--- config.mk ---
export PLATFORM = sky130hd
export DESIGN_NAME = svpwm_front
export DESIGN_NICKNAME = d
export VERILOG_FILES = /design/src/design/svpwm_pkg.sv /design/src/design/svpwm_front.sv
export SDC_FILE = /design/constraint.sdc
export NUM_CORES = 2
export LEC_CHECK = 0
export BUFFER_PORTS_ARGS = -buffer_cell sky130_fd_sc_hd__buf_2
export CELL_PAD_IN_SITES_DETAIL_PLACEMENT = 0
export CELL_PAD_IN_SITES_GLOBAL_PLACEMENT = 1
export CORE_UTILIZATION = 30
export CTS_BUF_LIST = sky130_fd_sc_hd__clkbuf_8
export DETAILED_ROUTE_END_ITERATION = 8
export PLACE_DENSITY = 0.5
export SKIP_CTS_REPAIR_TIMING = 1
export SYNTH_ARGS = -nofsm -noshare
export SYNTH_HDL_FRONTEND = slang
export SYNTH_SLANG_ARGS = --single-unit
--- constraint.sdc ---
create_clock -name clk -period 18.7 [get_ports clk]
set_clock_uncertainty 0.05 [all_clocks]
set_input_delay 0.935 -clock clk [delete_from_list [all_inputs] [get_ports clk]]
set_output_delay 0.935 -clock clk [all_outputs]
set_load 0.05 [all_outputs]
--- src/design/svpwm_pkg.sv ---
// Shared constants and types of the space vector duty generator.
// No dependencies.
`default_nettype none
package svpwm_pkg;
	localparam int unsigned DUTY_W = 32;
	localparam int unsigned SECTOR_W = 3;
	localparam int unsigned QUEUE_DEPTH = 4;
	localparam int unsigned ROOT_W = 32;
	localparam int unsigned REM_W = 36;

	localparam logic [23:0] SQRT3_HALF_Q24 = 24'd14529495;
	localparam logic [31:0] ONE_Q24 = 32'h0100_0000;
	localparam logic [31:0] HALF_Q24 = 32'h0080_0000;
	localparam logic [31:0] MAG_SAT = 32'h7FFF_FFFF;

	typedef struct packed {
		logic [DUTY_W-1:0] ta;
		logic [DUTY_W-1:0] tb;
		logic [DUTY_W-1:0] tc;
		logic [SECTOR_W-1:0] sector;
		logic signed [31:0] alpha;
		logic signed [31:0] beta;
	} entry_t;
endpackage
`default_nettype wire

--- src/design/svpwm_front.sv ---
// Front part: scale alpha, classify the sector, form the plain duties.
// Depends on svpwm_pkg.
`default_nettype none
module svpwm_front (
	input wire logic clk,
	input wire logic arst_n,
	input wire logic in_valid,
	output logic in_ready,
	input wire logic signed [31:0] in_alpha,
	input wire logic signed [31:0] in_beta,
	output logic q_valid,
	input wire logic q_ready,
	output svpwm_pkg::entry_t q_data
);
	import svpwm_pkg::*;

	logic en;
	logic v_s1, v_s2;
	logic signed [31:0] a_s1, b_s1;
	logic signed [56:0] p_s1;
	entry_t e_s2;

	logic [31:0] ka, kb, va, vb, vc, pb, pc;
	logic [31:0] ta, tb, tc;
	logic [2:0] sec;

	function automatic logic [31:0] asr1(input logic [31:0] x);
		return {x[31], x[31:1]};
	endfunction

	function automatic logic is_pos(input logic [31:0] x);
		return !x[31] && (x != '0);
	endfunction

	assign en = !v_s2 || q_ready;
	assign in_ready = en;

	always_ff @(posedge clk or negedge arst_n) begin
		if (!arst_n) begin
			v_s1 <= 1'b0;
			v_s2 <= 1'b0;
		end else if (en) begin
			v_s1 <= in_valid;
			v_s2 <= v_s1;
		end
	end

	always_ff @(posedge clk) begin
		if (en) begin
			a_s1 <= in_alpha;
			b_s1 <= in_beta;
			p_s1 <= 57'(in_alpha * $signed({1'b0, SQRT3_HALF_Q24}));
			e_s2 <= '{ta: ta, tb: tb, tc: tc, sector: sec, alpha: a_s1, beta: b_s1};
		end
	end

	always_comb begin
		// floor shift of the product gives Ka
		ka = p_s1[55:24];
		kb = asr1(b_s1);
		va = b_s1;
		pb = ka - kb;
		pc = 32'd0 - ka - kb;
		sec = {is_pos(pc), is_pos(pb), is_pos(va)};
		vb = ka + kb;
		vc = kb - ka;
		case (sec)
			3'd1: begin
				tb = asr1(ONE_Q24 - vc - vb);
				ta = tb + vc;
				tc = ta + vb;
			end
			3'd2: begin
				ta = asr1(ONE_Q24 - vb + va);
				tc = ta + vb;
				tb = tc - va;
			end
			3'd3: begin
				ta = asr1(ONE_Q24 + vc - va);
				tb = ta - vc;
				tc = tb + va;
			end
			3'd4: begin
				tc = asr1(ONE_Q24 + va - vc);
				tb = tc - va;
				ta = tb + vc;
			end
			3'd5: begin
				tb = asr1(ONE_Q24 - va + vb);
				tc = tb + va;
				ta = tc - vb;
			end
			3'd6: begin
				tc = asr1(ONE_Q24 + vb + vc);
				ta = tc - vb;
				tb = ta - vc;
			end
			default: begin
				ta = HALF_Q24;
				tb = HALF_Q24;
				tc = HALF_Q24;
			end
		endcase
		ta = ONE_Q24 - {ta[30:0], 1'b0};
		tb = ONE_Q24 - {tb[30:0], 1'b0};
		tc = ONE_Q24 - {tc[30:0], 1'b0};
	end

	assign q_valid = v_s2;
	assign q_data = e_s2;
endmodule
`default_nettype wire

======== Word level (Yosys, flattened, before mapping) ========
Index checks and enable logic that the tools add are counted.
storage, ports and cells
  bits of input ports ..................... 68
  memories ................................ 0
  output and inout bits ................... 165
  bits in registers ....................... 285
  bits in latches ......................... 0
  word-level logic and storage cells ...... 64
  bits in read-only memories .............. 0
  memory bits (writable) .................. 0
cells by class
  multiply operators ...................... 1
  bitwise operators ....................... 0
  reduce and logical (&&, ||, !) cells .... 11
  equality and inequality tests ........... 6
  muxes and demuxes ....................... 3
  add/subtract/negate cells ............... 32
  divide/modulo/power cells ............... 0
  order comparisons ....................... 0
  shifts and indexed selects .............. 0
operators by type and width
  cell                                                                   number
  31-bit one-hot mux with 6 select lines                                 3
  25-bit by 32-bit subtractor with 32-bit output, first input constant   6
  32-bit subtractor                                                      6
  31-bit adder                                                           6
  31-bit subtractor                                                      6
  32-bit adder                                                           4
  25-bit by 32-bit adder with 32-bit output, first input constant        3
  32-bit nonzero test                                                    3
  32-bit by 25-bit multiplier with 56-bit output, second input constant  1
  1-bit by 32-bit subtractor with 32-bit output, first input constant    1
  3-bit equality test, second input constant                             3
  3-bit by 2-bit equality test with 1-bit output, second input constant  2
  1-bit logical NOT                                                      4
  3-bit by 1-bit equality test with 1-bit output, second input constant  1
  1-bit logical AND                                                      3
  1-bit logical OR                                                       1

======== Depth between registers and ports, before layout ========
  word-level depth ........................ 7
  mapped depth ............................ 47
  gate-level depth less buffers ........... 45

======== Least setup slack after synthesis ========
No wires, ideal clock.
  path kind ............................... register to register
  start point ............................. register b_s1[1]
  end point ............................... register e_s2, in the netlist q_data[98] (data pin)
  cell stages (with the launch flop) ...... 43
  buffers on the path ..................... 0
  library setup time ...................... 0.259 ns
  data required time ...................... 18.391 ns
  period minus slack after synthesis ...... 9.970 ns
  path slack .............................. 8.730 ns
  arrival time ............................ 9.660 ns
  cell sequence ........................... edfxtp_1 > inv_1 > ha_1 > inv_1 > fa_1 > nor2b_1 > o21ai_1 > a21oi_1 > nor2_1 > xor2_1 > ha_1 > ha_1 > nand3_1 > o21a_1 > a32oi_1 > a21oi_1 > nor2_1 > nand4_1 > [7 not listed] > ha_1 > nand2b_1 > a2111oi_2 > nor2_1 > nor2_1 > nor2_1 > ha_1 > a21oi_1 > nand2b_1 > a21boi_0 > or2_2 > or3_1 > a311o_1 > a41oi_1 > mux2i_1 > a211oi_1 > nand4_1 > xnor2_1
on the way
  longest elaborated chain between the ends .. 7
  elaborated cells between the ends (all ways) .. 38
  classes of those cells .................. add/sub (23); eq/ne (6); mux (1); reduce/logical (8)
ends and longest elaborated chain
  what                                                                                                                line                                  text
  start, declared                                                                                                     svpwm_front.sv:19                     logic signed [31:0] a_s1, b_s1;
  start signal, assigned                                                                                              svpwm_front.sv:51                     b_s1 <= in_beta;
  32-bit subtractor                                                                                                   svpwm_front.sv:66                     vc = kb - ka;
  25-bit by 32-bit adder with 32-bit output / 25-bit by 32-bit subtractor with 32-bit output (equally long branches)  svpwm_front.sv:79, svpwm_front.sv:69
  32-bit subtractor (on tied branches)                                                                                svpwm_front.sv:79, svpwm_front.sv:69
  31-bit subtractor / 31-bit adder (equally long branches)                                                            svpwm_front.sv:80, svpwm_front.sv:70
  31-bit adder (on tied branches)                                                                                     svpwm_front.sv:81, svpwm_front.sv:71
  31-bit one-hot mux with 6 select lines (*)                                                                          svpwm_front.sv:67                     case (sec)
  25-bit by 32-bit subtractor with 32-bit output (*)                                                                  svpwm_front.sv:106                    tc = ONE_Q24 - {tc[30:0], 1'b0};
  named net tc[31]                                                                                                    svpwm_front.sv:24                     logic [31:0] ta, tb, tc;
  end signal, assigned                                                                                                svpwm_front.sv:53                     e_s2 <= '{ta: ta, tb: tb, tc: tc, sector: sec, alpha: a_s1, beta: b_s1};
  end, declared                                                                                                       svpwm_front.sv:21                     entry_t e_s2;
The timed path passes the listed nets; every way through them passes the cells marked *.
A chain may end at the register's enable or synchronous reset.

======== Worst setup path in the final report ========
  start point ............................. register b_s1[1]
  end point ............................... register e_s2, in the netlist q_data[97] (data pin)
The elaborated chain is that of the path after synthesis.

==> results.toml <==
[status]
status = "finished clean"

[yosys]
ys_dominant_reg_cell = "edfxtp_1"
yosysTopAreaCell = "ha_1"
avgSynthCellArea_sq_um = 8.47
ys_ff_latch = 258
ys_async_sr_fraction_pct = 0.775
synth_top_cell_area_share_pct = 18.8
postSynthCellCount = 8053
synth.area.top_cells = "ha_1, fa_1, edfxtp_1"
synth_edf_count = 256
ys_seq_area_share_pct = 11.3
yosysUniqueCellTypes = 140
syn_area_sq_um = 68200
yosysWarnings = 0

[global_route]
grt_pass1_vias = 62800
grt_max_degree = 62
grt_use_total_pct = 28.5
antenna_found_initial = 14
grt_overflow_total = 0
grt_pass1_wl_microns = 467000

[clock_network]
clk_latency_ns = 0.83
cts_made_buffers = 55
cts_buffer_depth = 3
clock_sinks = 258
cts_max_level = 2
tritoncts = "done"
clkTransAtPathRegs_ns = 0.07
root_buffer = "clkbuf_8"

[floorplan]
core_area_sq_um = 225000
die_height_microns = 479
initial_utilization_pct = 30.3
rows = 174
die_w_microns = 479
boundaryPins = 233
die_area_sq_um = 229000

[cells_and_area]
areaGrowthSynthToFinish_pct = 9.52
final_cells = 11400
finalNetCount = 9899
drive_above_1_share_pct = 7.86

[worst_setup_path]
timing.rr.start = "b_s1[1]"
critPathTopFamily = "compound AO/OA/AOI/OAI gates"
crit_path_frequent_cell = "ha_1"
critPathLaunchType = "flip-flop"
path_class = "reg2reg"
cp.buffers_inverters = 3
worst-r2r-setup-slack_ns = 5.15
worst_ep_required_time_ns = 19.19
crit_fanout = 10
reg2reg_depth = 38
slowest_stage = "xor2_1"
cp-end-kind = "flip-flop"
r2r-end = "q_data[97]"
critPathMaxStageDelay_ns = 0.82
worst_ep_arrival_time_ns = 14.04

[sta]
slew-limit-headroom_pct = 13.4
setup_violations = 0
tightest_slew_ns = 1.29
finalCriticalPeriod_ns = 13.55
finalCritPeriodShare_pct = 72.5
fmax_mhz = 73.8
rsz0062_at_grt = "no"
hold_viol = 0
hold_ws_ns = 0.224
tns_ns = 0
slew_viol_final = 0

[detailed_routing]
wl_per_cell_microns = 29.5
first_pass_iters = 6
ant_nets = 0
routed_wl_microns = 335000
drc = 0
vias = 63500
drt-initial-drc-count = 5474
via_per_inst = 5.59

[placed_design]
gp_congestion = 0.952
port_buffers = 229
dp_hpwl_microns = 288000
placed_cells = 11200

[job]
maxCapViolations = 0

[worst_hold_path]
hold_path_class = "in2reg"
worstHoldStart = "in_beta[11]"
hold_path_end = "b_s1[11]"
hold-path-cell-count = 1
-- cells by family after synthesis --
logic type	after synthesis	synth area share, %
AOI/OAI and AO/OA	2282	22.5
and+or+nand+nor	1929	14.1
adders and majority gates	1546	33.7
buffers and inverters	1191	6.79
xor gates and xnor gates	751	10.1
DFF	258	11.3
muxes	95	1.43
other	1	0.00550
-- final cells by class --
class                           instances  area (sq um)
Clock buffer                           55           757
Inverter                             1006          3780
Fill cell                           24000        151000
Timing Repair Buffer                  380          2290
Tap cell                             2992          3740
Clock inverter                         42           402
Sequential cell                       258          7740
Antenna cell                           11          27.5
Multi-Input combinational cell       6606         56000
-- worst register-to-register path: cells and delay by family, from the launching register on --
kind / cells / cell delay (ns)
simple gates: 10 / 2.77
compound gates: 14 / 5.21
flops: 1 / 0.38
buf+inv: 3 / 0.84
fa+ha+maj: 7 / 2.58
xor+xnor: 4 / 1.43
-- cells in the final DEF, fill, tap and decap left out, drive strengths merged, types with 32 or more instances in the layout --
cell type,count
o2111ai,32
o22ai,40
nand2,457
clkbuf,55
and3,54
o31ai,57
a221oi,51
o21bai,76
o21ai,391
o21a,120
a31oi,95
a21o,209
clkinv,34
xor2,205
and2,49
a21oi,614
nor4,51
ha,1027
nor2,537
a21boi,46
nand2b,103
or3,60
nor2b,96
buf,379
fa,497
nand3,145
o211ai,75
nand4,48
a211oi,106
edfxtp,256
a211o,34
mux2i,75
xnor2,528
nor3,167
or2,47
inv,1002
-- layer usage --
layer  track usage [%]  up-vias  share of wire (%)
li1                  -    29300                  -
met1              39.7    31700                 46
met2              46.1     2090                 45
met3              2.88      343                5.4
met4              8.45        6                3.3
met5                 0        -              0.011
-- worst max path at each step --
| stage | from | cells after the start | slack, ns | to |
|---|---|---|---|---|
| floorplan | b_s1[1] | 42 | 8.73 | q_data[98] |
| global placement | b_s1[1] | 37 | 5.66 | q_data[98] |
| detailed placement | b_s1[1] | 37 | 5.37 | q_data[98] |
| CTS | b_s1[1] | 37 | 5.32 | q_data[98] |
| global route | b_s1[1] | 38 | 4.37 | q_data[98] |
| finish | b_s1[1] | 38 | 5.15 | q_data[97] |
-- state kept, by name, summed over array words and instances (netlist names) --
name     count
v_s1         1
a_s1        32
q_data     160
p_s1        32
b_s1        32
q_valid      1
-- Yosys cell counts (all sizes together) (51+ instances only) --
cell type / number
o21a: 120
edfxtp: 256
and3: 54
mux2i: 75
a21o: 209
o31ai: 57
xor2: 205
nor4: 51
fa: 497
ha: 1027
inv: 988
o21ai: 391
or3: 60
nor2: 537
nand2b: 103
a21oi: 614
nand2: 457
nand3: 145
o21bai: 76
clkbuf: 115
a211oi: 106
buf: 70
o211ai: 75
a31oi: 95
xnor2: 528
a221oi: 51
nor3: 167
nor2b: 96
-- through the flow --
step	setup slack (ns)	area, sq um	util [%]
after floorplan	8.73	68200	-
final	5.15	74700	33.2
after detailed placement	5.37	73500	32.6
after global placement	5.66	73500	32.6
after CTS	5.32	74700	33.1
after global routing	4.37	74700	33.1
Power is not shown: default switching activity piles up to over one toggle a cycle in this logic, so the estimate is an artifact.
