===== src/design/svpwm_pkg.sv =====
// Shared constants and types of the space vector duty generator.
// No dependencies.
`default_nettype none
package svpwm_pkg;
	localparam int unsigned DUTY_W = 32;
	localparam int unsigned SECTOR_W = 3;
	localparam int unsigned QUEUE_DEPTH = 4;
	localparam int unsigned ROOT_W = 32;
	localparam int unsigned REM_W = 36;

	localparam logic [23:0] SQRT3_HALF_Q24 = 24'd14529495;
	localparam logic [31:0] ONE_Q24 = 32'h0100_0000;
	localparam logic [31:0] HALF_Q24 = 32'h0080_0000;
	localparam logic [31:0] MAG_SAT = 32'h7FFF_FFFF;

	typedef struct packed {
		logic [DUTY_W-1:0] ta;
		logic [DUTY_W-1:0] tb;
		logic [DUTY_W-1:0] tc;
		logic [SECTOR_W-1:0] sector;
		logic signed [31:0] alpha;
		logic signed [31:0] beta;
	} entry_t;
endpackage
`default_nettype wire


===== src/design/svpwm_queue.sv =====
// Small queue between front and back parts.
// Depends on svpwm_pkg.
`default_nettype none
module svpwm_queue #(
	parameter int unsigned DEPTH = svpwm_pkg::QUEUE_DEPTH
) (
	input wire logic clk,
	input wire logic arst_n,
	input wire logic wr_valid,
	output logic wr_ready,
	input wire svpwm_pkg::entry_t wr_data,
	output logic rd_valid,
	input wire logic rd_ready,
	output svpwm_pkg::entry_t rd_data
);
	import svpwm_pkg::*;

	localparam int unsigned PW = (DEPTH > 1) ? $clog2(DEPTH) : 1;
	localparam int unsigned CW = $clog2(DEPTH + 1);

	entry_t mem [DEPTH];
	logic [PW-1:0] wp_q, rp_q;
	logic [CW-1:0] cnt_q;
	logic push, pop;

	assign wr_ready = (cnt_q != CW'(DEPTH));
	assign rd_valid = (cnt_q != '0);
	assign push = wr_valid && wr_ready;
	assign pop = rd_valid && rd_ready;
	assign rd_data = mem[rp_q];

	function automatic logic [PW-1:0] nxt(input logic [PW-1:0] p);
		return (p == PW'(DEPTH - 1)) ? '0 : p + 1'b1;
	endfunction

	always_ff @(posedge clk) begin
		if (push) mem[wp_q] <= wr_data;
	end

	always_ff @(posedge clk or negedge arst_n) begin
		if (!arst_n) begin
			wp_q <= '0;
			rp_q <= '0;
			cnt_q <= '0;
		end else begin
			if (push) wp_q <= nxt(wp_q);
			if (pop) rp_q <= nxt(rp_q);
			if (push && !pop) cnt_q <= cnt_q + 1'b1;
			else if (pop && !push) cnt_q <= cnt_q - 1'b1;
		end
	end
endmodule
`default_nettype wire


===== config.mk =====
export PLATFORM = sky130hd
export DESIGN_NAME = svpwm_queue
export DESIGN_NICKNAME = d
export VERILOG_FILES = /design/src/design/svpwm_pkg.sv /design/src/design/svpwm_queue.sv
export SDC_FILE = /design/constraint.sdc
export NUM_CORES = 1
export LEC_CHECK = 0
export BUFFER_PORTS_ARGS = -buffer_cell sky130_fd_sc_hd__buf_2
export CORE_AREA = 4 4 218 220
export CTS_BUF_LIST = sky130_fd_sc_hd__clkbuf_4
export DETAILED_ROUTE_END_ITERATION = 12
export DIE_AREA = 0 0 222 224
export HOLD_SLACK_MARGIN = 0.05
export PLACE_DENSITY = 0.77
export SYNTH_ARGS = -nofsm -noshare
export SYNTH_HDL_FRONTEND = slang
export SYNTH_SLANG_ARGS = --single-unit

===== constraint.sdc =====
create_clock -name clk -period 3.15 [get_ports clk]
set_clock_uncertainty 0.05 [all_clocks]
set_input_delay 0.4725 -clock clk [delete_from_list [all_inputs] [get_ports clk]]
set_output_delay 0.4725 -clock clk [all_outputs]
set_load 0.005 [all_outputs]

Yosys cells after proc, flatten, opt, wreduce, memory -nomap -nowiden
Memory sizes are Yosys's and may differ from the RTL's.
Index checks and enable logic that the tools add are counted.
{ "word_totals": {"reg_bits": 7, "ramBits": 652, "elab_cells": 25, "mem_count": 1} }
{ "classes": {"n_addsub": 4, "eq_ne": 3, "n_mux": 6, "n_reduce_logical": 8} }
{ "mem_list": {"columns": ["memory", "depth", "word_bits", "read_ports", "rd_clocked_by_memory_dff", "write_ports", "line", "source"], "rows": [
  ["mem", 4, 163, 1, 0, 1, "svpwm_queue.sv:21", "entry_t mem [DEPTH];"]
]} }
{ "ops": {"columns": ["cell", "count"], "rows": [
  ["$mux 3", 2],
  ["$add 2x1->2 const B", 2],
  ["$eq 2x2->1 const B", 2],
  ["$logic_and 1x1->1", 4],
  ["$mux 2", 2],
  ["$add 3x1->3 const B", 1],
  ["$ne 3x3->1 const B", 1],
  ["$reduce_bool 3->1", 1],
  ["$sub 3x1->3 const B", 1],
  ["$logic_not 1->1", 2],
  ["$mux 1", 2],
  ["$reduce_bool 2->1", 1]
]} }

Logic depth before layout (Yosys ltp)
Gate-level depths: netlist (run 1).
{ "depth": {"word_depth": 6, "depth_mapped": 8, "depth_no_buf": 8} }

Worst setup path after synthesis (run 1)
No wires, ideal clock.
{ "synth_timing": {"path_type": "reg-to-reg", "start": "register cnt_q[2]", "end": "memory mem[0][0] in the netlist's numbering (enable)", "setup_ps": 451, "t_arrival_ps": 2645, "t_required_ps": 2649, "path_slack_ps": 4, "stages_incl_launch_ff": 3, "n_path_buf": 0, "path_cell_list": "dfrtp_1 -> or3b_4 -> and3_2"} }
{ "synth_between": {"elab_chain_cells": 4} }
{ "synth_lines": {"columns": ["element", "line", "source"], "rows": [
  ["start: declaration", "svpwm_queue.sv:23", "logic [CW-1:0] cnt_q;"],
  ["start signal: assignment", "svpwm_queue.sv:48", "if (push && !pop) cnt_q <= cnt_q + 1'b1;"],
  ["start signal: assignment", "svpwm_queue.sv:49", "else if (pop && !push) cnt_q <= cnt_q - 1'b1;"],
  ["$ne 3x3->1", "svpwm_queue.sv:26", "assign wr_ready = (cnt_q != CW'(DEPTH));"],
  ["named net wr_ready", "svpwm_queue.sv:10", "output logic wr_ready,"],
  ["$logic_and 1x1->1", "svpwm_queue.sv:28", "assign push = wr_valid && wr_ready;"],
  ["$mux 1", "svpwm_queue.sv:37", "if (push) mem[wp_q] <= wr_data;"],
  ["$mux 1 (implied by the code)", "svpwm_queue.sv:37", null],
  ["end: declaration", "svpwm_queue.sv:21", null]
]} }
The timed path passes the listed nets, and every way through them passes these cells.

==> results.py, run 1 <==
metrics = {
    "synthesis": {
        "ys_warn_count": 0,
        "synth_top_area_frac": 0.817,
        "synth_top_family_by_area": "multiplexers",
        "yosys.area_share.simple": 0.00303,
        "synth_area_um2": 24000,
        "synth_top_cell_by_area": "edfxtp_1",
        "netlist_instances": 888,
        "ys_types": 21,
        "syn_nets": 1062,
        "synth-compound-area-share": 0,
        "ys_seq_area_frac": 0.824,
        "synthTopCellsByArea": "edfxtp_1, mux4_2, buf_6",
        "synthXorXnorAreaFrac": 0.00110,
        "ys_ff_latch": 659,
        "synth_adder_area_share": 0.00397,
        "syn_avg_cell_area_um2": 27.0,
        "synthMuxAreaShare": 0.156,
    },
    "worst_setup_path": {
        "endpoint_kind": "output port",
        "worstPathRequired_ps": 2630,
        "max_stage_delay_ps": 520,
        "cp_max_fo": 19,
        "worstSetupPathType": "reg2out",
        "crit_chain": "buf_12, clkbuf_16, mux4_2, buf_2",
        "cp_num_buf_inv": 3,
        "worst_ep_arrival_time_ps": 2490,
        "cp_top_family": "buffers and inverters",
        "cp-start-kind": "flop",
        "cp_slowest_cell": "mux4_2",
    },
    "clock_network": {
        "cts_root_buf": "clkbuf_4",
        "htreeDepth": 4,
        "clockBufferDepth": 3,
        "clk_pin_slew_worst_paths_ps": 80,
        "cts_tree": "built",
        "cts_made_buffers": 162,
        "clkSinkCount": 659,
        "clkLatencyLatePin_ps": 920,
    },
    "timing": {
        "report.final.slew_viol_count": 0,
        "worstMarginPinSlew_ps": 661,
        "post-route-min-period_ps": 3010,
        "max_freq_ghz": 0.332,
        "slew_headroom": 0.559,
        "grt_setup_unrepaired": "true",
        "hold_viol_final": 0,
        "setup_violations": 0,
        "fin_hold_ws_ps": 213,
        "tns_ps": 0,
        "fin_crit_sh": 0.955,
    },
    "min_path": {
        "worstHoldPathType": "in2reg",
    },
    "global_route": {
        "grt_pass1_vias": 13600,
        "grtUsageTotal": 0.210,
        "grt_pass1_wl_um": 78600,
        "grt.overflow.total": 0,
        "antenna_found_initial": 6,
        "grt_max_degree": 66,
    },
    "outcome": {
        "outcome": "completed",
    },
    "drt": {
        "antenna_left": 0,
        "wl_um": 51300,
        "wl_per_cell_um": 22.5,
        "drc": 0,
        "dr.pass1.iters": 5,
        "vias_per_cell": 5.37,
        "drtIter0Drc": 755,
        "num_vias": 12200,
    },
    "job": {
        "maxCapViolations": 0,
    },
    "cells_and_area": {
        "post-route-util": 0.678,
        "fin_nets": 1725,
        "drive_gt1_frac": 0.477,
        "final_area_um2": 30700,
        "syn_to_final_growth_pct": 28.0,
    },
    "die": {
        "initial_core_util": 0.529,
        "num_rows": 78,
        "die-area_um2": 49700,
        "core_um2": 45300,
        "dieHeight_um": 224,
        "io_pins": 332,
        "die_width_um": 222,
    },
    "place": {
        "placed_cell_area_um2": 26500,
        "gp_congestion": 0.709,
        "io_buffers": 331,
        "dp_hpwl_um": 27900,
    },
    "power_and_ir_drop": {
        "powerDensity_nw_per_um2": 892,
        "power_w": 0.0274,
        "irDropWorstVdd_uv": 558,
        "p_leak_nw": 10.8,
    },
}
## layer usage
layer / part of all wire / track usage / up-vias
li1: - / - / 5327
met4: 0.017 / 0.0708 / 0
met1: 0.39 / 0.262 / 6311
met3: 0.085 / 0.0798 / 67
met2: 0.51 / 0.343 / 507
met5: 0 / 0 / -
## kinds of logic (layout without fill, tap and decap cells)
group / Yosys count / count (layout)
xor gates and xnor gates: 3 / 3
adders and majority gates: 7 / 7
buffers and inverters: 40 / 820
DFF: 659 / 659
muxes: 168 / 168
other: 0 / 6
and+or+nand+nor: 11 / 11
## Yosys cell counts, drive strengths merged
library cell,instances
dfrtp,7
inv,3
and3,4
nand2,1
xnor2,1
mux2,5
ha,6
or3,1
fa,1
and2,1
buf,36
xor2,2
or3b,1
clkbuf,1
edfxtp,652
mux4,163
nor2,3
## path summary, 6_finish.rpt
check                             startpoint      endpoint  slack [ps]  cells after the start
worst max-delay path                 rp_q[0]  rd_data[111]         140                      4
worst max register to register      cnt_q[1]      cnt_q[2]         810                      8
worst min register to register      cnt_q[2]      cnt_q[2]         430                      1
worst min-delay path            wr_data[116]   mem[1][116]         210                      2
max in group asynchronous             arst_n       rp_q[0]        2280                      3
min in group asynchronous             arst_n       wp_q[1]         500                      3
## report_power, final
| group | switching, W | internal [W] | total [W] | leakage, nW |
|---|---|---|---|---|
| clock | 0.00326 | 0.00370 | 0.00696 | 1.21 |
| combinational | 0.00413 | 0.00431 | 0.00843 | 3.54 |
| sequential | 0.000403 | 0.0116 | 0.0120 | 6.05 |
## sequential cells by signal, summed over array words and instances (netlist names)
signal,cells
mem,652
wp_q,2
cnt_q,3
rp_q,2
## per-stage QoR
step	worst slack, ps	std cells
final	141	2274
after global routing	-74.1	2272
after CTS	-106	2263
after detailed placement	752	1804
after global placement	759	1804
after floorplan	4.45	888
## cell type report
class                           instances  area (um2)
Sequential cell                       659       19800
Fill cell                            2820       14600
Timing Repair Buffer                  536        4150
Multi-Input combinational cell        189        3940
Clock buffer                          231        1730
Tap cell                              600         751
Clock inverter                         50         320
Antenna cell                            6        15.0
Inverter                                3        11.3
## placed cells by master (no fill, tap or decap), types with 6 or more instances in the layout
master         count
ha_1               6
dlygate4sd3_1    167
buf_16             8
buf_12            18
edfxtp_1         652
clkinv_1          32
mux4_2           163
buf_2            320
buf_6             13
clkbuf_4         231
diode_2            6
## timing repair
action                                  4_1_cts  5_1_grt
cloned                                        4        4
endpoints found under the hold margin       668        0
resized for setup                            10       17
endpoints found under the setup margin      162      136
pin swaps                                     0        0
hold buffers                                167        0
setup buffers                                 7        1
No activity file was read; power rests on OpenSTA's default activity.
==> run 2, diff against run 1 <==
--- a/config.mk
+++ b/config.mk
@@ -12,6 +12,8 @@
 export DIE_AREA = 0 0 222 224
 export HOLD_SLACK_MARGIN = 0.05
 export PLACE_DENSITY = 0.77
+export REMOVE_ABC_BUFFERS = 1
 export SYNTH_ARGS = -nofsm -noshare
 export SYNTH_HDL_FRONTEND = slang
 export SYNTH_SLANG_ARGS = --single-unit
+export TNS_END_PERCENT = 5
==> results.py, run 2 (synthesis gave the netlist of run 1 again) <==
metrics = {
    "clock_network": {
        "cts_tree": "built",
        "clkSinkCount": 659,
        "htreeDepth": 4,
        "clk_pin_slew_worst_paths_ps": 60,
        "cts_root_buf": "clkbuf_4",
        "clockBufferDepth": 3,
        "clkLatencyLatePin_ps": 970,
        "cts_made_buffers": 160,
    },
    "worst_setup_path": {
        "r2r_end": "cnt_q[2]",
        "r2r_slack_ps": 830,
        "worstPathRequired_ps": 2630,
        "reg2reg_from": "cnt_q[0]",
        "cp_max_fo": 7,
        "crit_chain": "buf_12, buf_12, buf_16, mux4_2, buf_2",
        "crit_start": "rp_q[0]",
        "endpoint_kind": "output port",
        "crit_end": "rd_data[43]",
        "cp_num_buf_inv": 4,
        "cp_common_cell": "buf_12",
        "worstSetupPathType": "reg2out",
        "worstRegToRegCells": 8,
        "worst_ep_arrival_time_ps": 2530,
        "cp_slowest_cell": "mux4_2",
        "path_depth": 5,
        "max_stage_delay_ps": 540,
        "cp_top_family": "buffers and inverters",
        "cp-start-kind": "flop",
    },
    "cells_and_area": {
        "nFillCells": 2798,
        "post-route-util": 0.678,
        "final_cell_mix": "edfxtp_1, buf_2, clkbuf_4",
        "largest_reg_flops": 652,
        "largestRegisters": "mem x652, cnt_q x3",
        "drive_gt1_frac": 0.474,
        "mostFrequentLayoutCell": "edfxtp_1",
        "largest_register": "mem",
        "syn_to_final_growth_pct": 28.1,
        "fin_nets": 1722,
    },
    "die": {
        "core_um2": 45300,
        "dieHeight_um": 224,
        "initial_core_util": 0.529,
        "io_pins": 332,
        "die_width_um": 222,
        "num_rows": 78,
        "die-area_um2": 49700,
    },
    "global_route": {
        "grt_pass1_wl_um": 79100,
        "grtUsageTotal": 0.214,
        "antenna_found_initial": 6,
        "grt.overflow.total": 0,
        "grt_pass1_vias": 13400,
        "grt_max_degree": 70,
    },
    "timing": {
        "setup_violations": 0,
        "worstMarginPinSlew_ps": 788,
        "post-route-min-period_ps": 3060,
        "slew_headroom": 0.475,
        "fin_crit_sh": 0.970,
        "report.final.slew_viol_count": 0,
        "max_freq_ghz": 0.327,
        "hold_viol_final": 0,
        "grt_setup_unrepaired": "true",
    },
    "power_and_ir_drop": {
        "powerDensity_nw_per_um2": 898,
        "p_int_w": 0.0197,
        "p_sw_w": 0.00789,
        "power_w": 0.0276,
        "clkPwrFrac": 0.249,
        "comb_power_share": 0.316,
        "seqPwrFrac": 0.435,
        "irDropWorstVdd_uv": 528,
        "netSwitchingFraction": 0.286,
        "p_leak_nw": 10.8,
    },
    "drt": {
        "wl_um": 51700,
        "num_vias": 12200,
        "drc": 0,
        "dr.pass1.iters": 5,
        "drtIter0Drc": 904,
        "wl_per_cell_um": 22.8,
        "vias_per_cell": 5.39,
        "antenna_left": 0,
    },
    "place": {
        "dp_hpwl_um": 27900,
        "io_buffers": 331,
        "gp_congestion": 0.728,
    },
    "outcome": {
        "outcome": "completed",
    },
    "min_path": {
        "hold_depth": 2,
        "worstHoldPathType": "in2reg",
        "hold_start": "wr_data[1]",
    },
    "job": {
        "maxCapViolations": 0,
    },
}
==> run 2: cell types whose count changed in the layout (fill, tap and decap cells not counted), sizes merged <==
cell      delta
buf          +3
inv          +1
clkinv       +1
clkinvlp     -5
clkbuf       -7
==> run 2: area by class of cell <==
cell class                      instances  area, um2  share of cell area
Inverter                                3       11.3            0.000367
Multi-Input combinational cell        189       3940               0.128
Clock inverter                         47        290             0.00945
Sequential cell                       659      19800               0.643
Antenna cell                            6       15.0            0.000489
Timing Repair Buffer                  535       4240               0.138
Tap cell                              600        751              0.0244
Clock buffer                          228       1710              0.0557
==> run 2: how the worst min path moves through the flow <==
| stage | to | slack (ps) |
|---|---|---|
| global placement | rp_q[1] | 280 |
| CTS | mem[1][118] | 60 |
| detailed placement | rp_q[1] | 290 |
| finish | mem[0][1] | 220 |
| floorplan | cnt_q[0] | 130 |
| global route | mem[1][91] | 100 |
==> run 2: repair_timing <==
item / in CTS / in global routing
hold buffers: 167 / 0
endpoints found under the hold margin: 684 / 0
cloned: 10 / 0
endpoints found under the setup margin: 163 / 144
gates resized for setup: 31 / 15
setup buffers: 7 / 0
==> run 2: stage by stage <==
stage	hold slack [ps]	setup TNS, ps	cell area [um2]	setup WS, ps	std cells
after CTS	59.4	-5570	30600	-79.9	2261
final	216	0	30700	93.7	2267
after global routing	101	-5930	30700	-87.1	2266
after global placement	282	0	26400	959	1802
after detailed placement	286	0	26400	869	1802
after floorplan	127	-711380	23700	-4310	851
==> run 2: worst register-to-register path, cell delays in order (launching register included) <==
cell and delay [ps]:
dfrtp_1 430, or3_2 490, nand2_1 140, ha_1 210
inv_1 70, fa_1 370, xor2_1 150, nor2_1 110
xor2_1 180
==> run 2: metal layers <==
| layer | share of wire | track usage | vias up |
|---|---|---|---|
| met2 | 0.52 | 0.351 | 533 |
| li1 | - | - | 5306 |
| met5 | 0.00012 | 0 | - |
| met1 | 0.38 | 0.266 | 6281 |
| met3 | 0.077 | 0.0767 | 95 |
| met4 | 0.027 | 0.0824 | 2 |
==> run 2: power by group through the flow <==
stage          clock [W]  combinational (W)  sequential, W
2_1_floorplan          0            0.00350         0.0126
3_3_place_gp           0            0.00751         0.0121
3_5_place_dp           0            0.00751         0.0122
4_1_cts          0.00705            0.00871         0.0120
5_1_grt          0.00765            0.00931         0.0121
6_report         0.00686            0.00873         0.0120
==> run 3, diff against run 2 <==
--- a/config.mk
+++ b/config.mk
@@ -12,7 +12,6 @@
 export DIE_AREA = 0 0 222 224
 export HOLD_SLACK_MARGIN = 0.05
 export PLACE_DENSITY = 0.77
-export REMOVE_ABC_BUFFERS = 1
 export SYNTH_ARGS = -nofsm -noshare
 export SYNTH_HDL_FRONTEND = slang
 export SYNTH_SLANG_ARGS = --single-unit
==> results.py, run 3 (synthesis gave the netlist of run 1 again) <==
metrics = {
    "cells_and_area": {
        "mostFrequentLayoutCell": "edfxtp_1",
        "stdcell_count": 2271,
        "final_area_um2": 30700,
        "nFillCells": 2823,
        "syn_to_final_growth_pct": 27.9,
        "multiInputGateArea_um2": 3940,
        "largest_reg_flops": 652,
        "final_cell_mix": "edfxtp_1, buf_2, clkbuf_4",
        "ff_latch_area_um2": 19800,
        "drive_gt1_frac": 0.476,
        "largestRegisters": "mem x652, cnt_q x3",
        "largest_register": "mem",
        "post-route-util": 0.677,
        "fin_nets": 1723,
    },
    "timing": {
        "worstMarginPinSlew_ps": 660,
        "hold_viol_final": 0,
        "slew_headroom": 0.560,
        "tns_ps": 0,
        "fin_crit_sh": 0.955,
        "report.final.slew_viol_count": 0,
        "setup_violations": 0,
        "post-route-min-period_ps": 3010,
        "max_freq_ghz": 0.332,
        "grt_setup_unrepaired": "true",
    },
    "drt": {
        "wl_per_cell_um": 22.5,
        "antenna_left": 0,
        "drc": 0,
        "wl_um": 51100,
        "drtIter0Drc": 800,
        "dr.pass1.iters": 5,
        "vias_per_cell": 5.40,
        "num_vias": 12300,
    },
    "global_route": {
        "grt_busiest_layer": "met2",
        "grt_pass1_wl_um": 78200,
        "gr-usage-met1": 0.258,
        "grt.overflow.total": 0,
        "antenna_found_initial": 6,
        "grt_pass1_vias": 13600,
        "grtUsageTotal": 0.208,
        "use_met2": 0.342,
        "gr-usage-met3": 0.0797,
        "grt_max_degree": 66,
    },
    "clock_network": {
        "htreeDepth": 4,
        "cts_made_buffers": 162,
        "clockBufferDepth": 3,
        "cts_root_buf": "clkbuf_4",
        "clkLatencyLatePin_ps": 920,
        "cts_tree": "built",
        "clk_pin_slew_worst_paths_ps": 80,
        "clkSinkCount": 659,
    },
    "place": {
        "placed_cells": 1804,
        "placed_cell_area_um2": 26500,
        "io_buffers": 331,
        "gp_congestion": 0.709,
        "dp_hpwl_um": 27900,
    },
    "job": {
        "maxCapViolations": 0,
    },
    "worst_setup_path": {
        "endpoint_kind": "output port",
        "cp-start-kind": "flop",
        "path_depth": 5,
        "worstPathRequired_ps": 2630,
        "cp_num_buf_inv": 4,
        "cp_max_fo": 6,
        "cp_top_family": "buffers and inverters",
        "cp_slowest_cell": "mux4_2",
        "crit_chain": "buf_6, buf_12, buf_16, mux4_2, buf_2",
        "worstRegToRegCells": 8,
        "worstSetupPathType": "reg2out",
        "max_stage_delay_ps": 550,
        "worst_ep_arrival_time_ps": 2490,
    },
    "power_and_ir_drop": {
        "powerDensity_nw_per_um2": 892,
        "seqPwrFrac": 0.438,
        "clkPwrFrac": 0.255,
        "p_int_w": 0.0195,
        "power_w": 0.0273,
        "p_leak_nw": 10.8,
        "netSwitchingFraction": 0.285,
        "irDropWorstVdd_uv": 543,
        "p_sw_w": 0.00780,
        "comb_power_share": 0.307,
    },
    "die": {
        "die_width_um": 222,
        "io_pins": 332,
        "num_rows": 78,
        "initial_core_util": 0.529,
        "core_um2": 45300,
        "die-area_um2": 49700,
        "dieHeight_um": 224,
    },
    "outcome": {
        "outcome": "completed",
    },
    "min_path": {
        "worstHoldPathType": "in2reg",
        "hold_depth": 2,
    },
}
run 3: cell types whose count changed in the layout (fill, tap and decap cells not counted):
cell        previous run  this run
buf_8                  1         2
buf_2                304       315
clkinvlp_4             0         5
inv_2                  6         5
buf_4                  8         5
clkinv_1              33        32
buf_6                 28        18
diode_2                6         5
clkbuf_4             228       231
buf_12                12        17
buf_16                15         6
clkbuf_16              0         4
run 3: area by class of cell:
type / count / share of cell area
Sequential cell: 659 / 0.645
Timing Repair Buffer: 534 / 0.135
Multi-Input combinational cell: 189 / 0.129
Clock buffer: 231 / 0.0566
Tap cell: 600 / 0.0245
Clock inverter: 50 / 0.0104
Antenna cell: 5 / 0.000408
Inverter: 3 / 0.000367
run 3: worst paths after layout:
path | from | endpoint | slack, ps
max in group asynchronous | arst_n | rp_q[1] | 2270
min reg2reg | cnt_q[2] | cnt_q[2] | 430
min in group asynchronous | arst_n | wp_q[1] | 490
min | wr_data[116] | mem[1][116] | 220
max | rp_q[0] | rd_data[91] | 140
max reg2reg | cnt_q[1] | cnt_q[2] | 820
run 3: worst reg2reg max path: cells and delay by family, from the launching register on:
kind / cells / cell delay (ps)
DFF: 1 / 430
buffers and inverters: 1 / 60
xor gates and xnor gates: 2 / 300
and+or+nand+nor: 3 / 840
adders and majority gates: 2 / 570
run 3: layer usage:
layer	part of all wire	vias up
li1	-	5313
met1	0.38	6334
met2	0.51	555
met3	0.089	66
met4	0.017	2
met5	0.00023	-
run 3: repair_timing:
| item | CTS | global route |
|---|---|---|
| hold buffers | 167 | 0 |
| resized for setup | 10 | 21 |
| hold endpoints to repair | 668 | 0 |
| gates cloned | 2 | 5 |
| pin swaps | 0 | 0 |
| setup endpoints to repair | 162 | 162 |
| setup buffers | 5 | 2 |
run 3: power by group through the flow:
stage | clock, W | combinational [W] | sequential, W
after floorplan | 0 | 0.00462 | 0.0121
after global placement | 0 | 0.00747 | 0.0122
after detailed placement | 0 | 0.00749 | 0.0123
after CTS | 0.00712 | 0.00813 | 0.0120
after global routing | 0.00771 | 0.00902 | 0.0121
final | 0.00697 | 0.00840 | 0.0120
run 3: through the flow:
stage,hold WS (ps),worst slack (ps)
2_1_floorplan,127,4.45
3_3_place_gp,271,759
3_5_place_dp,269,752
4_1_cts,72.9,-106
5_1_grt,109,-64.6
6_report,218,141
